$ cat src/tlc_pkg.sv
// Package for the lifetime lookup cache: sizes, entry layout, opcodes, FSM states.
// No dependencies.
`default_nettype none
package tlc_pkg;

  localparam int ENTRIES = 16;
  localparam int IDX_W   = $clog2(ENTRIES);
  localparam int CNT_W   = $clog2(ENTRIES + 1);
  localparam int KEY_W   = 24;
  localparam int TIME_W  = 32;

  localparam logic [TIME_W-1:0] LIFETIME_RESET = 32'd21600000;

  localparam logic OP_LOOKUP = 1'b0;
  localparam logic OP_STORE  = 1'b1;

  typedef struct packed {
    logic [KEY_W-1:0]  key_addr;
    logic [TIME_W-1:0] stamp;
    logic              flag;
  } entry_t;

  localparam int ENTRY_W = $bits(entry_t);

  typedef enum logic [1:0] {
    ST_IDLE,
    ST_SCAN,
    ST_WRITE,
    ST_DONE
  } state_t;

endpackage
`default_nettype wire

$ cat src/tlc_ram.sv
// Generic single-port-write, single-port-read RAM with registered read data.
// No dependencies.
`default_nettype none
module tlc_ram #(
  parameter int WIDTH = 8,
  parameter int DEPTH = 16
) (
  input  wire logic                     clk,
  input  wire logic                     we,
  input  wire logic [$clog2(DEPTH)-1:0] waddr,
  input  wire logic [WIDTH-1:0]         wdata,
  input  wire logic [$clog2(DEPTH)-1:0] raddr,
  output logic      [WIDTH-1:0]         rdata
);

  logic [WIDTH-1:0] mem [DEPTH];

  always_ff @(posedge clk) begin
    if (we) begin
      mem[waddr] <= wdata;
    end
    rdata <= mem[raddr];
  end

endmodule
`default_nettype wire

$ cat src/ttl_lookup_cache_oldest_replace.sv
// Fully associative lookup cache with entry lifetime and oldest-entry replacement.
// Depends on tlc_pkg and tlc_ram.
// Lookup: a serial scan of the entry RAM, one read per cycle, then the result.
// Store into a free entry: a direct write; store into a full cache: a scan for the
//   oldest stamp, then a write.
// One item at a time; the next item is taken while the result beat waits.
// Synchronous active-low reset clears valid bits, FSM and output valid, and loads
//   the default lifetime.
`default_nettype none
module ttl_lookup_cache_oldest_replace
  import tlc_pkg::*;
(
  input  wire logic              clk,
  input  wire logic              rst_n,
  input  wire logic              cfg_we,
  input  wire logic [TIME_W-1:0] cfg_wdata,
  input  wire logic              in_valid,
  output logic                   in_ready,
  input  wire logic              in_opcode,
  input  wire logic [KEY_W-1:0]  in_key_address,
  input  wire logic [TIME_W-1:0] in_now_ms,
  input  wire logic              in_flag_in,
  output logic                   out_valid,
  input  wire logic              out_ready,
  output logic                   out_hit,
  output logic                   out_flag_out
);

  state_t             state_r, state_nxt;
  logic [TIME_W-1:0]  lifetime_r;
  logic [ENTRIES-1:0] valid_r;

  logic               op_r;
  logic [KEY_W-1:0]   key_r;
  logic [TIME_W-1:0]  now_r;
  logic               flag_r;
  logic [CNT_W-1:0]   addr_r;
  logic               chk_vld_r;
  logic [IDX_W-1:0]   chk_idx_r;
  logic               found_r;
  logic               hit_r;
  logic               fout_r;
  logic [IDX_W-1:0]   slot_r;
  logic [TIME_W-1:0]  min_r;

  logic               out_valid_r;
  logic               out_hit_r;
  logic               out_flag_r;

  logic               accept;
  logic               issue;
  logic               scan_end;
  logic               load_out;
  logic               ram_we;
  logic               has_free;
  logic [IDX_W-1:0]   free_idx;
  logic [ENTRY_W-1:0] rd_data;
  entry_t             rd_ent;
  entry_t             wr_ent;
  logic [TIME_W-1:0]  age;
  logic               key_match;

  tlc_ram #(
    .WIDTH (ENTRY_W),
    .DEPTH (ENTRIES)
  ) u_ram (
    .clk   (clk),
    .we    (ram_we),
    .waddr (slot_r),
    .wdata (wr_ent),
    .raddr (addr_r[IDX_W-1:0]),
    .rdata (rd_data)
  );

  assign rd_ent    = entry_t'(rd_data);
  assign wr_ent    = '{key_addr: key_r, stamp: now_r, flag: flag_r};
  assign age       = now_r - rd_ent.stamp;
  assign key_match = valid_r[chk_idx_r] && (rd_ent.key_addr == key_r);
  assign scan_end  = (addr_r == CNT_W'(ENTRIES));

  always_comb begin
    has_free = 1'b0;
    free_idx = '0;
    for (int i = ENTRIES - 1; i >= 0; i--) begin
      if (!valid_r[i]) begin
        has_free = 1'b1;
        free_idx = IDX_W'(i);
      end
    end
  end

  // next state
  always_comb begin
    state_nxt = state_r;
    unique case (state_r)
      ST_IDLE: begin
        if (in_valid) begin
          if (in_opcode == OP_STORE && has_free) begin
            state_nxt = ST_WRITE;
          end else begin
            state_nxt = ST_SCAN;
          end
        end
      end
      ST_SCAN: begin
        if (scan_end) begin
          state_nxt = (op_r == OP_STORE) ? ST_WRITE : ST_DONE;
        end
      end
      ST_WRITE: state_nxt = ST_DONE;
      ST_DONE: begin
        if (!out_valid_r || out_ready) begin
          state_nxt = ST_IDLE;
        end
      end
      default: state_nxt = ST_IDLE;
    endcase
  end

  // FSM outputs
  always_comb begin
    in_ready = 1'b0;
    issue    = 1'b0;
    ram_we   = 1'b0;
    load_out = 1'b0;
    unique case (state_r)
      ST_IDLE:  in_ready = 1'b1;
      ST_SCAN:  issue    = !scan_end;
      ST_WRITE: ram_we   = 1'b1;
      ST_DONE:  load_out = !out_valid_r || out_ready;
      default: ;
    endcase
  end

  assign accept = in_valid && in_ready;

  always_ff @(posedge clk) begin
    if (!rst_n) begin
      state_r     <= ST_IDLE;
      lifetime_r  <= LIFETIME_RESET;
      valid_r     <= '0;
      chk_vld_r   <= 1'b0;
      out_valid_r <= 1'b0;
    end else begin
      state_r     <= state_nxt;
      chk_vld_r   <= issue;
      out_valid_r <= load_out || (out_valid_r && !out_ready);
      if (cfg_we) begin
        lifetime_r <= cfg_wdata;
      end
      if (ram_we) begin
        valid_r[slot_r] <= 1'b1;
      end
    end
  end

  always_ff @(posedge clk) begin
    chk_idx_r <= addr_r[IDX_W-1:0];
    if (accept) begin
      op_r    <= in_opcode;
      key_r   <= in_key_address;
      now_r   <= in_now_ms;
      flag_r  <= in_flag_in;
      addr_r  <= '0;
      found_r <= 1'b0;
      hit_r   <= 1'b0;
      fout_r  <= 1'b0;
      slot_r  <= free_idx;
      min_r   <= '0;
    end else begin
      if (issue) begin
        addr_r <= addr_r + CNT_W'(1);
      end
      if (chk_vld_r) begin
        if (op_r == OP_LOOKUP) begin
          if (!found_r && key_match) begin
            found_r <= 1'b1;
            hit_r   <= (age < lifetime_r);
            fout_r  <= (age < lifetime_r) && rd_ent.flag;
          end
        end else if (chk_idx_r == '0 || rd_ent.stamp < min_r) begin
          min_r  <= rd_ent.stamp;
          slot_r <= chk_idx_r;
        end
      end
    end
    if (load_out) begin
      out_hit_r  <= hit_r;
      out_flag_r <= fout_r;
    end
  end

  assign out_valid    = out_valid_r;
  assign out_hit      = out_hit_r;
  assign out_flag_out = out_flag_r;

  a_write_sets_valid: assert property (@(posedge clk) disable iff (!rst_n)
    ram_we |=> valid_r[$past(slot_r)])
    else $error("written entry not marked valid");

  a_valid_monotonic: assert property (@(posedge clk) disable iff (!rst_n)
    $past(rst_n) |-> $countones(valid_r) >= $countones($past(valid_r)))
    else $error("valid entry lost without reset");

  a_store_no_hit: assert property (@(posedge clk) disable iff (!rst_n)
    (state_r == ST_DONE && op_r == OP_STORE) |-> (!hit_r && !fout_r))
    else $error("store reports a hit");

  a_one_item: assert property (@(posedge clk) disable iff (!rst_n)
    accept |=> !in_ready)
    else $error("second item taken while one is in flight");

endmodule
`default_nettype wire

$ cat config.mk
export PLATFORM = sky130hd
export DESIGN_NAME = ttl_lookup_cache_oldest_replace
export DESIGN_NICKNAME = d
export VERILOG_FILES = /design/src/tlc_pkg.sv /design/src/tlc_ram.sv /design/src/ttl_lookup_cache_oldest_replace.sv
export SDC_FILE = /design/constraint.sdc
export NUM_CORES = 1
export LEC_CHECK = 0
export BUFFER_PORTS_ARGS = -buffer_cell sky130_fd_sc_hd__clkbuf_2
export CAP_MARGIN = 30
export CORE_AREA = 2 2 302 304
export CTS_CLUSTER_SIZE = 28
export DETAILED_ROUTE_END_ITERATION = 10
export DIE_AREA = 0 0 304 306
export MAX_ROUTING_LAYER = met4
export PLACE_DENSITY = 0.66
export SLEW_MARGIN = 40
export SYNTH_ARGS = -nofsm -noshare
export SYNTH_HDL_FRONTEND = slang
export SYNTH_SLANG_ARGS = --single-unit
$ cat constraint.sdc
create_clock -name clk -period 17.5 [get_ports clk]
set_clock_uncertainty 0.15 [all_clocks]
set_input_delay 0 -clock clk [delete_from_list [all_inputs] [get_ports clk]]
set_output_delay 0 -clock clk [all_outputs]
set_load 0.02 [all_outputs]
==> run summary, run 1 <==
The register bit count reported by yosys is 1129. The count of boundary I/O pins came out at 99. The fraction of the yosys area taken by sequential cells came out at 72.6%. The global routing's busiest layer is met2.

After routing the design area is 53000 µm². The cell area reported after detailed placement is 46900 µm². The count of max-cap constraint violations is 0. The total chip power is 7.71 mW.

The post-synthesis area per instance is 19.3 µm². The number of vias after detailed routing came out at 23589. Dividing the final minimum period by the clock period gives 31.8%. The number of fill cells is 6385. The number of antenna diodes in the final layout is 0. The combined area of all synthesized cells is 44600 µm². The synthesis warning total came out at 0. The post-synthesis cell type with the largest combined area is sky130_fd_sc_hd__edfxtp_1. The initial core utilization came out at 49.8%.

The power density of the placed cells is 145 nW/µm². During placement, the flow inserted port buffers numbering 98. The global-route congestion overflow total is 0.

The post-cts resize count is 0. The accumulated negative setup slack came out at 0 ns. The wire length reported by the detailed router came out at 104000 µm. The achievable frequency is 0.179 GHz. The post-route worst setup slack is 11.93 ns.

The tightest hold path in the finished design has a slack of 0.282 ns. The pre-CTS setup slack came out at 11.98 ns. The area used by sequential logic in the layout came out at 32400 µm². The placed instance count came out at 3536.

The via-per-instance ratio is 5.91. TritonCTS created 111 clock buffers. The die outline area came out at 93000 µm². For this run, the detailed router's first-pass iteration total came to 6. In this run the remaining antenna-violating nets after routing total 0. By count the netlist is led by sky130_fd_sc_hd__edfxtp_1 (976), sky130_fd_sc_hd__mux4_2 (290), sky130_fd_sc_hd__dfxtp_1 (153). Of all nets on the critical path, the largest fanout is 17. The number of standard-cell rows in the floorplan came out at 110. At the later pin of the worst-skew pair, clock insertion delay measures 0.68 ns. The required time at the worst-slack endpoint came out at 17.91 ns. In this run the horizontal extent of the chip is 304 µm. The portion of synthesized cell area occupied by the leading cell type came out at 65.7%. At the pin with the least slew margin, the transition time is 0.864 ns. The routing usage on met2 came out at 37.5%. The worst setup path is launched from a flip-flop.

The final standard cell utilization of the core is 59.1%. The height of the die is 306 µm. The number of global-route vias before repair is 24688.

The final standard cell count with taps included and fillers excluded is 3990. The number of buffers inserted by post-CTS setup repair came out at 0. Entering global routing, the biggest net connects 71 pins. The clock net in this run drives a total of 1129 sinks. The detailed router finished its first iteration with 2302 violations.

In the routed design, unresolved DRC markers number 0. The number of nets at the end of the flow is 2913. The first-pass GRT wire length came out at 157000 µm. TritonCTS built the clock tree. Synthesis instantiated 67 different standard cells from the library. The number of nets in the synthesized netlist is 2506. The final setup violation count is 0. The flow ran to the end, and the final reports show no timing, DRC or antenna violations. STA classifies the critical path endpoint as a flip-flop. The final weighted congestion of routability-driven global placement is 0.937.

The synthesized instance count is 2311. The maximum resistive drop on vdd is 0.0000967 V. The critical path is of the reg2reg type. The most used flip-flop cell after synthesis is sky130_fd_sc_hd__edfxtp_1. The class of the tightest hold or removal check is in2reg. The area occupied by multi-input gates is 11500 µm². Data on the critical path arrives at its endpoint at 5.98 ns. The initial antenna violation count was 1. The fraction of met3 tracks used by global routing came out at 3.67%. The floorplan step defined a core boundary enclosing 89600 µm².

The maximum clock path buffer count came out at 3. The minimum clock period came out at 5.57 ns. The met1 capacity usage during global routing is 32.0%. The worst pin sits at a relative slew slack of 42.4%. The area growth from synthesis to layout is 18.9%. In the post-synthesis netlist, the cell with the most instances is sky130_fd_sc_hd__edfxtp_1. The share of layout cells above drive strength 1 is 22.6%. Setup repair after global routing left no endpoint under its margin. The HPWL after detailed placement is 57300 µm. The count of endpoints failing hold in the final timing report is 0. The number of flops mapped to enable cells by yosys came out at 976. The H-tree depth came out at 3.

The register clock-pin slew on the reported worst setup and hold paths came out at 0.06 ns. The global routing usage summed across all routing layers came out at 23.5%. The leakage component of the power is 17.4 nW. By area the synthesized netlist is led by sky130_fd_sc_hd__edfxtp_1 (66%), sky130_fd_sc_hd__mux4_2 (15%), sky130_fd_sc_hd__dfxtp_1 (6.9%), sky130_fd_sc_hd__ha_1 (2.8%), sky130_fd_sc_hd__inv_1 (0.96%). The number of pins with negative max-slew slack in the final report came out at 0. The detailed-route wire length per cell came out at 26.0 µm. The proportion of synthesized flip-flops having asynchronous set or reset came out at 0%. The tree is rooted in a sky130_fd_sc_hd__clkbuf_16.
## metal layers
metal	vias up	routed length (µm)
met5	-	0
li1	10172	-
met4	0	2530
met3	203	6220
met2	798	50800
met1	12416	44300
## flip-flops by register name (all words and copies together) (netlist names)
signal        flops
state_r           2
op_r              1
hit_r             1
key_r            24
u_ram.mem       912
found_r           1
valid_r          16
slot_r            4
lifetime_r       32
flag_r            1
out_hit           1
out_valid         1
out_flag_out      1
chk_idx_r         4
addr_r            5
u_ram.rdata      57
min_r            32
fout_r            1
now_r            32
chk_vld_r         1
## placed cells by master, fill, tap and decap left out, drive strengths merged, types with 45 or more instances in the layout
cell / synthesis / final
nand3: 47 / 47
dfxtp: 153 / 153
edfxtp: 976 / 976
inv: 114 / 119
dlygate4sd3: 0 / 244
nand2: 45 / 45
nor2: 56 / 56
mux4: 290 / 290
buf: 29 / 49
clkbuf: 68 / 272
a21oi: 77 / 77
ha: 99 / 99
o21ai: 63 / 63
## logic make-up (layout without fill, tap and decap cells)
logic type,after synthesis,after routing,synth area share (%)
flops,1129,1129,72.6
mux,315,315,15.2
compound gates,259,259,3.75
simple gates,246,246,2.76
buf+inv,212,715,1.87
fa+ha+maj,100,100,2.82
xor+xnor,50,50,0.982
## worst max-delay path, stage by stage (launching register included)
cell                        delay, ns
sky130_fd_sc_hd__edfxtp_1        0.59
sky130_fd_sc_hd__inv_1           0.18
sky130_fd_sc_hd__ha_1            0.18
sky130_fd_sc_hd__inv_1           0.06
sky130_fd_sc_hd__fa_1            0.40
sky130_fd_sc_hd__a21oi_1         0.18
sky130_fd_sc_hd__nand4b_1        0.18
sky130_fd_sc_hd__a211oi_1        0.13
sky130_fd_sc_hd__o311ai_1        0.48
sky130_fd_sc_hd__a21oi_1         0.26
sky130_fd_sc_hd__a221oi_2        0.41
sky130_fd_sc_hd__o211ai_1        0.18
sky130_fd_sc_hd__xnor2_1         0.17
sky130_fd_sc_hd__ha_1            0.29
sky130_fd_sc_hd__nand4_1         0.15
sky130_fd_sc_hd__nor3_1          0.29
sky130_fd_sc_hd__nor4b_1         0.36
sky130_fd_sc_hd__nand4_1         0.17
sky130_fd_sc_hd__a2111oi_0       0.32
sky130_fd_sc_hd__a2111oi_1       0.13
sky130_fd_sc_hd__a22o_1          0.19
## final timing paths
kind,start,to,slack (ns),cells after the start
max,now_r[0]$_DFFE_PP_,fout_r$_SDFFE_PP0P_,11.93,20
min,out_ready,out_flag_out$_DFFE_PP_,0.28,4
max reg2reg,now_r[0]$_DFFE_PP_,fout_r$_SDFFE_PP0P_,11.93,20
min reg2reg,min_r[10]$_SDFFE_PP0P_,min_r[10]$_SDFFE_PP0P_,0.33,2
## cell type report
cell class                      instances  area share [%]
Clock buffer                          174            6.34
Clock inverter                         35           0.562
Inverter                              115           0.819
Multi-Input combinational cell        970            21.7
Sequential cell                      1129            61.1
Tap cell                             1176            2.78
Timing Repair Buffer                  391            6.68
## repair_timing
action / 4_1_cts / 5_1_grt
hold buffers: 244 / 0
endpoints found under the hold margin: 115 / 0
endpoints found under the setup margin: 0 / 0
## report_power, final
part           switching [mW]  internal (mW)
clock                   0.983           1.37
combinational           0.973          0.846
sequential              0.250           3.28
total                    2.21           5.50
Power figures use the tool's default switching activity.
==> inputs of run 2 (changes only) <==
--- a/config.mk
+++ b/config.mk
@@ -12,7 +12,7 @@
 export DETAILED_ROUTE_END_ITERATION = 10
 export DIE_AREA = 0 0 304 306
 export MAX_ROUTING_LAYER = met4
-export PLACE_DENSITY = 0.66
+export PLACE_DENSITY = 0.68
 export SLEW_MARGIN = 40
 export SYNTH_ARGS = -nofsm -noshare
 export SYNTH_HDL_FRONTEND = slang
==> constraint.sdc (replaced) <==
create_clock -name clk -period 4.7 [get_ports clk]
set_clock_uncertainty 0.15 [all_clocks]
set_input_delay 0 -clock clk [delete_from_list [all_inputs] [get_ports clk]]
set_output_delay 0 -clock clk [all_outputs]
set_load 0.02 [all_outputs]
==> run 2 against run 1 <==
Net effect:
- the flow now finishes with violations (setup timing)
- power rose to 3.8 times the previous value
- cell area up 1.5%
- critical path depth did not move
- largest cell class unchanged
- critical endpoint unchanged
==> run summary, run 2 (same netlist as run 1, synthesis figures left out) <==
TritonCTS built the clock tree. The number of global-route vias before repair came out at 24980 (+1.2%). The slew at the pin closest to its max-slew limit came out at 0.878 ns (+0.0138 ns). The library cell used most frequently in the layout, excluding fill and tap cells, is sky130_fd_sc_hd__edfxtp_1.

The initial DRC count is 2534 (+10%). The share of layout cells above drive strength 1 came out at 25.7% (+3.1 points). The height of the die is 306 µm (unchanged). The horizontal extent of the die is 304 µm (unchanged). In this run the clock root is driven by a sky130_fd_sc_hd__clkbuf_16.

The combined buffer and inverter count along the critical path came out at 3 (+1). The total stage count of the critical path was 20 (unchanged). The reg-to-reg critical path startpoint is now_r[11]$_DFFE_PP_. The achievable frequency came out at 0.212 GHz (+18%). The worst slew slack as a fraction of its limit came to 41.5% (-0.92 points). The largest stage delay on the critical path came out at 0.49 ns (-0.10 ns). The number of vias after detailed routing is 23892 (+1.3%). From synthesis to final layout, the design area changed by 20.7%. The initial antenna violation count was 2 (+1). The number of nets at the end of the flow is 2983 (+2.4%). The number of flip-flops under the largest register name came out at 912 (unchanged). The count of antenna-violating nets left after detailed routing is 0 (unchanged). The global-route congestion overflow total came out at 0 (unchanged). The number of pins with negative max-slew slack in the final report came to 0 (unchanged). The initial core utilization came out at 49.8% (unchanged).

The final weighted congestion of routability-driven global placement is 0.881 (-6.0%). The clock latency reported for the late side of the worst-skew pair is 0.69 ns (about the same). The final setup violation count is 1 (+1). The slowest cell on the critical path is sky130_fd_sc_hd__a2111oi_4. The library cells used most frequently in the layout, excluding fill and tap cells, are sky130_fd_sc_hd__edfxtp_1 (976), sky130_fd_sc_hd__mux4_2 (290), sky130_fd_sc_hd__dlygate4sd3_1 (241). The highest net fanout along the worst path is 6 (-11). The global routing usage summed across all routing layers is 23.2% (-0.28 points).

The maximum clock path buffer count is 3 (unchanged). The largest registers in the layout are u_ram.mem: 912 flops, u_ram.rdata: 57 flops. The final standard cell utilization of the core is 60.0% (+0.89 points).

The number of cells traversed by the worst register-to-register path came out at 20 (unchanged). The run finished, with violations left. The detailed-route wire length per cell came out at 25.7 µm (-1.3%).

The final reports fail on setup timing. The core area came to 89600 µm² (unchanged). The pin count of the biggest net entering global routing is 89 (+25%). The count of boundary I/O pins was 99 (unchanged).

The most common cell type on the critical path is sky130_fd_sc_hd__nand4_1. The count of max-cap constraint violations is 0 (unchanged). The maximum resistive drop on vdd is 0.000337 V (+250%). The number of input and output port buffers inserted is 98 (unchanged). The total half-perimeter wirelength after legalization and detailed placement is 59800 µm (+4.3%). The share of the clock period used by the worst path after layout came out at 101% (+69 points). The data arrival time of the worst path came to 5.13 ns (-0.85 ns). The first-pass GRT wire length came to 156000 µm (-0.64%).

The critical path goes through buf_8, ha_4, nand2_4, nor2_4, nand4_1, o31a_1, a2111oi_4, o21a_1, buf_4, o21ai_0, a21oi_1, ha_1, nand4_1, nor3_2, nor4b_4, nand4_1, buf_4, o221ai_4, a2111oi_4, a22o_1. STA classifies the critical path endpoint as a flip-flop. u_ram.mem holds more flip-flops than any other register.

The capturing element of the worst setup path is fout_r$_SDFFE_PP0P_. The die outline area came out at 93000 µm² (unchanged). The H-tree depth was 3 (unchanged). The post-detailed-route DRC marker count came to 0 (unchanged). The power density of the placed cells came out at 548 nW/µm² (+280%). The required time at the worst-slack endpoint is 5.10 ns (-12.81 ns). The total iterations of the first detailed-routing run came out at 5 (-1).

The post-route worst setup slack is -0.0239 ns (-11.95 ns). The sink count of the clock tree is 1129 (unchanged). The path class of the tightest hold or removal check is in2reg. In this design, the largest share of critical-path delay is due to compound AO/OA/AOI/OAI gates. In this run the critical register-to-register path is captured at fout_r$_SDFFE_PP0P_. The count of endpoints failing hold in the final timing report came out at 0 (unchanged). The via-per-instance ratio was 5.88 (-0.51%).

The accumulated negative setup slack is -0.0239 ns (-0.0239 ns). The worst setup path is of the reg2reg kind. Setup repair after global routing could not meet its margin everywhere. The number of standard-cell rows in the floorplan was 110 (unchanged). The setup slack on the worst flop-to-flop path came to -0.02 ns (-11.95 ns). The register clock-pin slew on the reported worst setup and hold paths came out at 0.06 ns (about the same).

The worst setup path is launched from a flip-flop. The wire length reported by the detailed router came out at 104000 µm (+0.50%). The minimum clock period came out at 4.72 ns (-0.847 ns). The number of buffers inserted during clock tree synthesis is 110 (-0.90%). The most critical setup path has its startpoint at now_r[11]$_DFFE_PP_. The leakage component of the power is 17.9 nW (+2.5%). The number of fill cells came out at 6334 (-0.80%).
-- run 2: how the worst min path moves through the flow --
| stage | startpoint | end | cells past startpoint |
|---|---|---|---|
| finish | in_now_ms[27] | now_r[27]$_DFFE_PP_ | 2 |
| global route | in_now_ms[27] | now_r[27]$_DFFE_PP_ | 2 |
| CTS | in_now_ms[13] | now_r[13]$_DFFE_PP_ | 2 |
| detailed placement | in_key_address[2] | key_r[2]$_DFFE_PP_ | 1 |
| global placement | in_key_address[2] | key_r[2]$_DFFE_PP_ | 1 |
| floorplan | in_flag_in | flag_r$_DFFE_PP_ | 0 |
-- run 2: cell type report --
cell class                      instances  area (µm²)  share of cell area, %
Clock buffer                          155        3110                   5.77
Timing Repair Buffer                  462        4060                   7.54
Clock inverter                         53         642                   1.19
Multi-Input combinational cell        970       11700                   21.7
Tap cell                             1176        1470                   2.74
Sequential cell                      1129       32400                   60.2
Inverter                              115         434                  0.807
Antenna cell                            2        5.00                0.00930
-- run 2: routing by layer --
| metal | wire (µm) | part of all wire, % | GRT usage (%) | up-vias |
|---|---|---|---|---|
| met4 | 2380 | 2.3 | 6.13 | 0 |
| met2 | 52100 | 50 | 37.6 | 877 |
| met5 | 0 | 0 | - | - |
| li1 | - | - | - | 10301 |
| met1 | 43600 | 42 | 31.3 | 12546 |
| met3 | 6380 | 6.1 | 3.08 | 168 |
-- run 2: what timing repair did --
item,in CTS,in global routing
buffers inserted,1,12
pin swaps,8,15
cloned,0,1
hold endpoints to repair,115,1
hold buffers,240,1
resized for setup,15,17
endpoints found under the setup margin,2,2
-- run 2: metrics by stage --
step	hold WS (ns)	area (µm²)	std cells	total power [mW]	worst slack, ns
floorplan	-0.0511	44600	2311	17.8	0.174
global placement	0.0284	47200	3594	19.9	-0.0492
detailed placement	0.0286	47300	3599	20.2	-0.443
CTS	0.00550	53600	4048	29.5	0.0112
global route	0.0383	53800	4062	30.8	-0.196
finish	0.0476	53800	4062	29.5	-0.0239
-- run 2: power by group --
group | total, mW | internal [mW] | switching, mW
combinational | 7.55 | 3.49 | 4.06
sequential | 12.9 | 12.2 | 0.710
clock | 9.00 | 5.28 | 3.72
total | 29.5 | 21.0 | 8.49
